[src/rtl/slru_pkg.sv]
// ----------------------------------------------------------------------------
// slru_pkg
// Shared constants and controller/datapath interface types for the
// set-associative LRU tag cache.
// ----------------------------------------------------------------------------
package slru_pkg;

    // Geometry defaults
    localparam int SETS_DEF = 64;
    localparam int WAYS_DEF = 4;

    // Field widths
    localparam int ADDR_W    = 32;
    localparam int TAG_W     = 32;
    localparam int TS_W      = 32;
    localparam int OFF_W     = 5;
    localparam int SET_OUT_W = 6;
    localparam int WAY_OUT_W = 2;

    // Block offset after reset
    localparam logic [OFF_W-1:0] OFF_RESET = 5'd2;

    // Remainder unit: tag bits folded per cycle, and steps per tag
    localparam int MOD_STEP_BITS = 4;
    localparam int MOD_STEPS     = TAG_W / MOD_STEP_BITS;

    // Commands from controller to datapath
    typedef struct packed {
        logic clr_en;     // write one cleared row
        logic accept;     // latch a new address
        logic mod_step;   // advance the remainder unit
        logic rd_en;      // read the selected set
        logic scan_init;  // start the oldest-way search
        logic scan_step;  // examine the next way
        logic commit;     // write the row back, bump counter, load result
    } t_cmd;

    // Status from datapath to controller
    typedef struct packed {
        logic clr_last;
        logic mod_done;
        logic hit;
        logic scan_last;
    } t_sts;

endpackage

[src/rtl/slru_ctrl.sv]
// ----------------------------------------------------------------------------
// slru_ctrl
// Sequencer for the tag cache: clearing pass, set selection, set read,
// lookup, oldest-way search and write-back. Owns the result valid flag.
// ----------------------------------------------------------------------------
module slru_ctrl (
    input  logic           i_clk,
    input  logic           i_rst_n,
    input  logic           i_in_valid,
    input  logic           i_out_stall,
    input  slru_pkg::t_sts i_sts,
    output slru_pkg::t_cmd o_cmd,
    output logic           o_in_stall,
    output logic           o_out_valid
);

    typedef enum logic [4:0] {
        S_CLEAR = 5'b00001,
        S_IDLE  = 5'b00010,
        S_MOD   = 5'b00100,
        S_LOOK  = 5'b01000,
        S_SCAN  = 5'b10000
    } t_state;

    t_state         r_state;
    t_state         n_state;
    logic           r_out_valid;
    logic           n_out_valid;
    logic           out_free;
    slru_pkg::t_cmd cmd;

    // The result register can take a value when empty or being drained
    assign out_free = !r_out_valid || !i_out_stall;

    // Next state and commands
    always_comb begin
        n_state = r_state;
        cmd     = '0;
        unique case (r_state)
            S_CLEAR: begin
                cmd.clr_en = 1'b1;
                if (i_sts.clr_last) begin
                    n_state = S_IDLE;
                end
            end
            S_IDLE: begin
                if (i_in_valid) begin
                    cmd.accept = 1'b1;
                    n_state    = S_MOD;
                end
            end
            S_MOD: begin
                if (i_sts.mod_done) begin
                    cmd.rd_en = 1'b1;
                    n_state   = S_LOOK;
                end else begin
                    cmd.mod_step = 1'b1;
                end
            end
            S_LOOK: begin
                if (i_sts.hit) begin
                    if (out_free) begin
                        cmd.commit = 1'b1;
                        n_state    = S_IDLE;
                    end
                end else begin
                    cmd.scan_init = 1'b1;
                    n_state       = S_SCAN;
                end
            end
            S_SCAN: begin
                if (i_sts.scan_last) begin
                    if (out_free) begin
                        cmd.commit = 1'b1;
                        n_state    = S_IDLE;
                    end
                end else begin
                    cmd.scan_step = 1'b1;
                end
            end
            default: begin
                n_state = S_CLEAR;
            end
        endcase
    end

    // Result valid: set on write-back, drop once taken
    always_comb begin
        n_out_valid = r_out_valid;
        if (cmd.commit) begin
            n_out_valid = 1'b1;
        end else if (!i_out_stall) begin
            n_out_valid = 1'b0;
        end
    end

    always_ff @(posedge i_clk) begin
        if (!i_rst_n) begin
            r_state     <= S_CLEAR;
            r_out_valid <= 1'b0;
        end else begin
            r_state     <= n_state;
            r_out_valid <= n_out_valid;
        end
    end

    assign o_cmd       = cmd;
    assign o_in_stall  = (r_state != S_IDLE);
    assign o_out_valid = r_out_valid;

endmodule

[config.mk]
export PLATFORM = sky130hd
export DESIGN_NAME = slru_ctrl
export DESIGN_NICKNAME = d
export VERILOG_FILES = /design/src/rtl/slru_pkg.sv /design/src/rtl/slru_ctrl.sv
export SDC_FILE = /design/constraint.sdc
export NUM_CORES = 1
export LEC_CHECK = 0
export BUFFER_PORTS_ARGS = -buffer_cell sky130_fd_sc_hd__clkbuf_2
export CAP_MARGIN = 20
export CORE_UTILIZATION = 30
export DETAILED_ROUTE_END_ITERATION = 7
export PLACE_DENSITY = 0.65
export SETUP_SLACK_MARGIN = 0.1
export SLEW_MARGIN = 10
export SYNTH_ARGS = -nofsm -noshare
export SYNTH_HDL_FRONTEND = slang
export SYNTH_SLANG_ARGS = --single-unit
[constraint.sdc]
create_clock -name i_clk -period 2.1 [get_ports i_clk]
set_input_delay 0.42 -clock i_clk [delete_from_list [all_inputs] [get_ports i_clk]]
set_output_delay 0.42 -clock i_clk [all_outputs]
set_load 0.05 [all_outputs]
==> qor.csv, run 1 <==
metric,value,unit
status,"finished, final reports clean",
Die Area,0.00155,sq mm
Max H-tree Level,1,
CP required,1.68,ns
TritonCTS Buffers,3,
share of cells above drive strength 1,54.5,%
Critical path origin,r_state[4]$_SDFFE_PN0P_,
Mapped Nets,62,
core area,0.00130,sq mm
total global-route track usage,16.3,%
placed cell count,82,
Worst Reg-to-Reg Cells,10,
highest clock rate,506,MHz
Pint,0.300,mW
CP endpoint,o_cmd[0],
worst-case clock buffer depth,2,
pin count of the biggest net entering global routing,10,
via count of the routed design,451,
clk slew on worst S/H paths,0.05,ns
Rel. slew slack,77.0,%
pwr dens,894,mW/mm^2
Fill cells,133,
Top Ports,17,
Mapped Area,419,sq um
Comb power frac,48.1,%
FF-to-FF End,o_out_valid$_SDFFE_PN0P_,
Most used DFF post-synth,dfxtp_1,
hold slack,0.407,ns
Synth cell types,30,
initial antenna violation count,0,
CP max FO,3,
post-cts hold buffer count,0,
Clock power frac,18.3,%
die height,39.4,um
setup tns final,0,ns
worst reg2reg path startpoint,r_state[4]$_SDFFE_PN0P_,
LEAKAGE,0.304,nW
antenna-violating nets left,0,
vias per std cell,4.90,
CTS tree,yes,
initial DRC count,5,
Final Slew Violations,0,
MaxCap Viol Count,0,
initial core utilization,32.2,%
RSZ-0062 raised after global routing,yes,
number of global-route vias before repair,412,
row count,13,
Worst Setup Start Kind,register,
yosys warns,0,
Root Buffer,clkbuf_4,
port bufs,16,
CP endpoint kind,primary output,
Area Growth Syn to Fin,54.0,%
Tightest Hold Check Type,primary input to register,
sequential share of the synthesized area,28.7,%
Synth Register Bits,6,
Post-Route Skew,0.00433,ns
Worst Tran Pin Value,0.345,ns
antenna fix cells,0,
Post-DP HPWL,756,um
fin crit share,94.1,%
Die W,39.4,um
Post-Syn Area per Cell,7.76,sq um
# DRC,0,
clk_lat worst skew,0.25,ns
grt ovf,0,
final non-filler cell total,92,
# nets final,87,
share of synthesized registers carrying an async set or reset,0,%
Peak VDD IR,542,uV
final core utilization,49.6,%
final hold vios,0,
Sw Ratio,48.1,%
clock sinks,6,
DR pass1 iterations,2,
GP Congestion,0.768,
net switching power,0.277,mW
DR WL/cell,12.0,um
final wirelength,1100,um
Reg power frac,33.6,%
arrival time at the worst endpoint,1.56,ns
Period minus WS final,1.98,ns
Final setup viols,0,
reg-to-reg setup timing slack,0.19,ns
Mapped Cells,54,
Post-synth EDFFs,0,
CP Class,register to primary output,
first-pass GRT wire length,1640,um
-- sequential cells by signal, indices dropped and copies added, names as in the netlist --
register / count
o_out_valid: 1
r_state: 5
-- stage by stage --
step	total power [mW]	setup slack (ns)	instance area (sq um)
after floorplan	0.399	0.163	427
after detailed placement	0.452	0.116	508
after global placement	0.449	0.180	508
after CTS	0.564	0.0684	617
after global routing	0.624	0.0481	646
final	0.577	0.125	646
-- cells in the mapped netlist (2+ instances only) --
cell type,count,area (sq um)
nand2_1,4,15.0
nor2_1,6,22.5
a21oi_1,2,10.0
buf_2,2,10.0
inv_1,4,15.0
o211ai_1,2,15.0
dfxtp_1,6,120
o21ai_0,3,15.0
nand3_1,4,20.0
-- layout make-up --
class                      count  area, sq um  area share [%]
multi-input combinational     40          304            47.1
timing repair buffer          23          151            23.4
sequential                     6          130            20.2
clock buffer                   3         22.5            3.49
inverter                       5         18.8            2.91
tap                           15         18.8            2.91
-- worst min path at each step --
stage	cells past startpoint	end	slack [ns]	from
after floorplan	1	r_state[0]$_SDFFE_PN1P_	0.51	i_rst_n
after global placement	2	o_out_valid$_SDFFE_PN0P_	0.54	o_out_valid$_SDFFE_PN0P_
after detailed placement	2	o_out_valid$_SDFFE_PN0P_	0.55	o_out_valid$_SDFFE_PN0P_
after CTS	2	r_state[0]$_SDFFE_PN1P_	0.41	i_sts[3]
after global routing	2	r_state[0]$_SDFFE_PN1P_	0.42	i_sts[3]
final	2	r_state[0]$_SDFFE_PN1P_	0.41	i_sts[3]
-- metal layers --
layer	vias to the layer above	track usage [%]	part of all wire (%)
met1	199	16.3	40
li1	239	-	-
met3	0	8.52	6.1
met4	0	2.59	0
met5	-	0	0
met2	13	30.0	54
-- timing repair --
| action | 4_1_cts | 5_1_grt |
|---|---|---|
| pin swaps | 2 | 3 |
| endpoints found under the setup margin | 3 | 4 |
| gates resized for setup | 9 | 11 |
| setup buffers | 7 | 0 |
-- worst max-delay path, cell delays in order, from the launching register on --
cell,delay [ns]
dfxtp_4,0.35
buf_4,0.12
nand2b_4,0.06
a2111oi_4,0.42
nand3_2,0.14
inv_2,0.09
buf_8,0.14
-- placed cells by master (no fill, tap or decap), types with 3 or more instances in the layout --
| cell | netlist | final |
|---|---|---|
| buf_4 | 1 | 7 |
| clkbuf_4 | 0 | 4 |
| clkbuf_2 | 0 | 12 |
| o21ai_0 | 3 | 3 |
| nand3_1 | 4 | 3 |
| nor2_1 | 6 | 4 |
| nand2_1 | 4 | 4 |
| inv_1 | 4 | 3 |
-- cells by family (layout without fill, tap and decap cells) --
kind of cell	Yosys count	in the layout	synth area share, %
buffers and inverters	8	31	8.66
AO/OA/AOI/OAI	13	13	23.3
XOR/XNOR	1	1	2.09
AND/OR/NAND/NOR	26	26	37.3
flip-flops	6	6	28.7
-- power by group through the flow --
stage	clock [mW]	sequential (mW)	combinational (mW)
after floorplan	0	0.154	0.245
after global placement	0	0.182	0.267
after detailed placement	0	0.180	0.272
after CTS	0.110	0.182	0.272
after global routing	0.122	0.199	0.303
final	0.106	0.194	0.278
Note: power is estimated with default switching activity, not from simulation.
==> run 2, diff against run 1 <==
--- a/config.mk
+++ b/config.mk
@@ -8,6 +8,7 @@
 export BUFFER_PORTS_ARGS = -buffer_cell sky130_fd_sc_hd__clkbuf_2
 export CAP_MARGIN = 20
 export CORE_UTILIZATION = 30
+export CTS_BUF_LIST = sky130_fd_sc_hd__clkbuf_8
 export DETAILED_ROUTE_END_ITERATION = 7
 export PLACE_DENSITY = 0.65
 export SETUP_SLACK_MARGIN = 0.1
==> constraint.sdc (replaced) <==
create_clock -name i_clk -period 2.1 [get_ports i_clk]
set_input_delay 0.105 -clock i_clk [delete_from_list [all_inputs] [get_ports i_clk]]
set_output_delay 0.105 -clock i_clk [all_outputs]
set_load 0.05 [all_outputs]
==> qor.csv, run 2 (synthesis gave the netlist of run 1 again) <==
metric,value,unit,change
CP max FO,9,,+6
Root Buffer,clkbuf_8,,
clk_lat worst skew,0.23,ns,-0.02 ns
DR pass1 iterations,4,,+2
pwr dens,1130,mW/mm^2,+27%
met2 WL,463,um,-22%
antenna fix cells,0,,unchanged
pin count of the biggest net entering global routing,10,,unchanged
setup tns final,0,ns,unchanged
Routed met3 length,68,um,+1.5%
DR WL/cell,11.6,um,-3.0%
grt ovf,0,,unchanged
WP depth,5,,-1
Final setup viols,0,,unchanged
row count,13,,unchanged
Worst Reg-to-Reg Cells,6,,-4
Fill cells,144,,+8.3%
initial DRC count,11,,+6
crit path cell chain,"nand2b_1, a2111oi_4, nand3_1, inv_1, clkbuf_2",,
first-pass GRT wire length,1520,um,-7.2%
Peak VDD IR,537,uV,-0.95%
worst path buffer plus inverter count,2,,-1
status,"finished, final reports clean",,
total global-route track usage,15.4,%,-0.95 points
via count of the routed design,451,,unchanged
vias per std cell,5.31,,+8.2%
worst reg2reg path startpoint,r_state[1]$_SDFFE_PN0P_,,
Final Slew Violations,0,,unchanged
die height,39.4,um,unchanged
MaxCap Viol Count,0,,unchanged
share of cells above drive strength 1,38.6,%,-16 points
Die W,39.4,um,unchanged
Post-DP HPWL,762,um,+0.83%
Worst Tran Pin Value,0.366,ns,+0.0208 ns
FF-to-FF End,r_state[1]$_SDFFE_PN0P_,,
Top Ports,17,,unchanged
Period minus WS final,1.83,ns,-0.143 ns
initial core utilization,32.2,%,unchanged
Top reg by flops,r_state,,
Crit path max-delay family,compound AO/OA/AOI/OAI gates,,
Die Area,0.00155,sq mm,unchanged
Worst Setup Start Kind,register,,
Rel. slew slack,75.6,%,-1.4 points
dpl cell area,503,sq um,-0.99%
most frequent cells in the layout,"clkbuf_2 (16), dfxtp_1 (6), nor2_1 (5)",,
# nets final,80,,-8.0%
clock sinks,6,,unchanged
arrival time at the worst endpoint,1.73,ns,+0.17 ns
worst-case clock buffer depth,2,,unchanged
hold path startpoint,i_sts[3],,
GP Congestion,0.779,,+1.5%
clk slew on worst S/H paths,0.04,ns,about the same
"slowest stage cell, crit path",a2111oi_4,,
highest clock rate,546,MHz,+7.8%
final wirelength,986,um,-10%
Tightest Hold Check Type,primary input to register,,
CTS tree,yes,,
core area,0.00130,sq mm,unchanged
Area Growth Syn to Fin,32.8,%,
RSZ-0062 raised after global routing,no,,
port bufs,16,,unchanged
final core utilization,42.8,%,-6.8 points
Max stage delay on crit path,0.42,ns,about the same
CP required,2.00,ns,+0.32 ns
final instance area,557,sq um,-14%
top routing layer in use,met3,,
TritonCTS Buffers,3,,unchanged
CP endpoint,o_cmd[0],,
Critical path origin,r_state[3]$_SDFFE_PN0P_,,
Max H-tree Level,1,,unchanged
pre-CTS WS,0.468,ns,+0.351 ns
Final WS setup,0.268,ns,+0.143 ns
Post-Route Skew,0.00416,ns,-0.000177 ns
CP Class,register to primary output,,
LEAKAGE,0.273,nW,-10%
number of flip-flops in the largest register,5,,unchanged
number of global-route vias before repair,346,,-16%
antenna-violating nets left,0,,unchanged
fin crit share,87.2,%,-6.8 points
CP endpoint kind,primary output,,
# DRC,0,,unchanged
initial antenna violation count,0,,unchanged
"most common cell after layout, fill and taps aside",clkbuf_2,,
final hold vios,0,,unchanged
Tot Pwr,0.630,mW,+9.2%
Metal-1 WL,454,um,+3.2%
reg-to-reg setup timing slack,0.44,ns,+0.25 ns
[run 2: worst min-delay path by stage]
stage	end	slack (ns)	cells after the start
6_report	r_state[0]$_SDFFE_PN1P_	0.11	2
5_1_grt	r_state[0]$_SDFFE_PN1P_	0.12	2
4_1_cts	r_state[0]$_SDFFE_PN1P_	0.11	2
3_5_place_dp	r_state[0]$_SDFFE_PN1P_	0.34	2
3_3_place_gp	r_state[0]$_SDFFE_PN1P_	0.34	2
2_1_floorplan	r_state[0]$_SDFFE_PN1P_	0.19	1
[run 2: where the power goes]
part,switching (mW),internal [mW],total [mW]
clock network,0.0523,0.123,0.176
registers,0.0522,0.134,0.187
logic,0.177,0.0911,0.268
[run 2: area by class of cell]
class | instances | area [sq um] | share of cell area [%]
tap | 15 | 18.8 | 3.37
clock buffer | 3 | 41.3 | 7.42
inverter | 5 | 18.8 | 3.37
sequential | 6 | 120 | 21.6
timing repair buffer | 16 | 80.1 | 14.4
multi-input combinational | 40 | 278 | 49.9
[run 2: routing by layer]
metal | global-route usage (%) | up-vias
li1 | - | 226
met1 | 20.4 | 213
met2 | 21.7 | 12
met3 | 10.2 | 0
met4 | 0 | 0
met5 | 0 | -
[run 2: metrics by stage]
step / hold slack, ns / std cells
2_1_floorplan: 0.194 / 54
3_3_place_gp: 0.345 / 82
3_5_place_dp: 0.341 / 82
4_1_cts: 0.108 / 85
5_1_grt: 0.120 / 85
6_report: 0.109 / 85
[run 2: repair_timing]
action | 4_1_cts | 5_1_grt
hold buffers | 0 | 0
buffers inserted | 0 | 0
hold endpoints to repair | 0 | 0
resized for setup | 0 | 1
setup endpoints to repair | 0 | 1
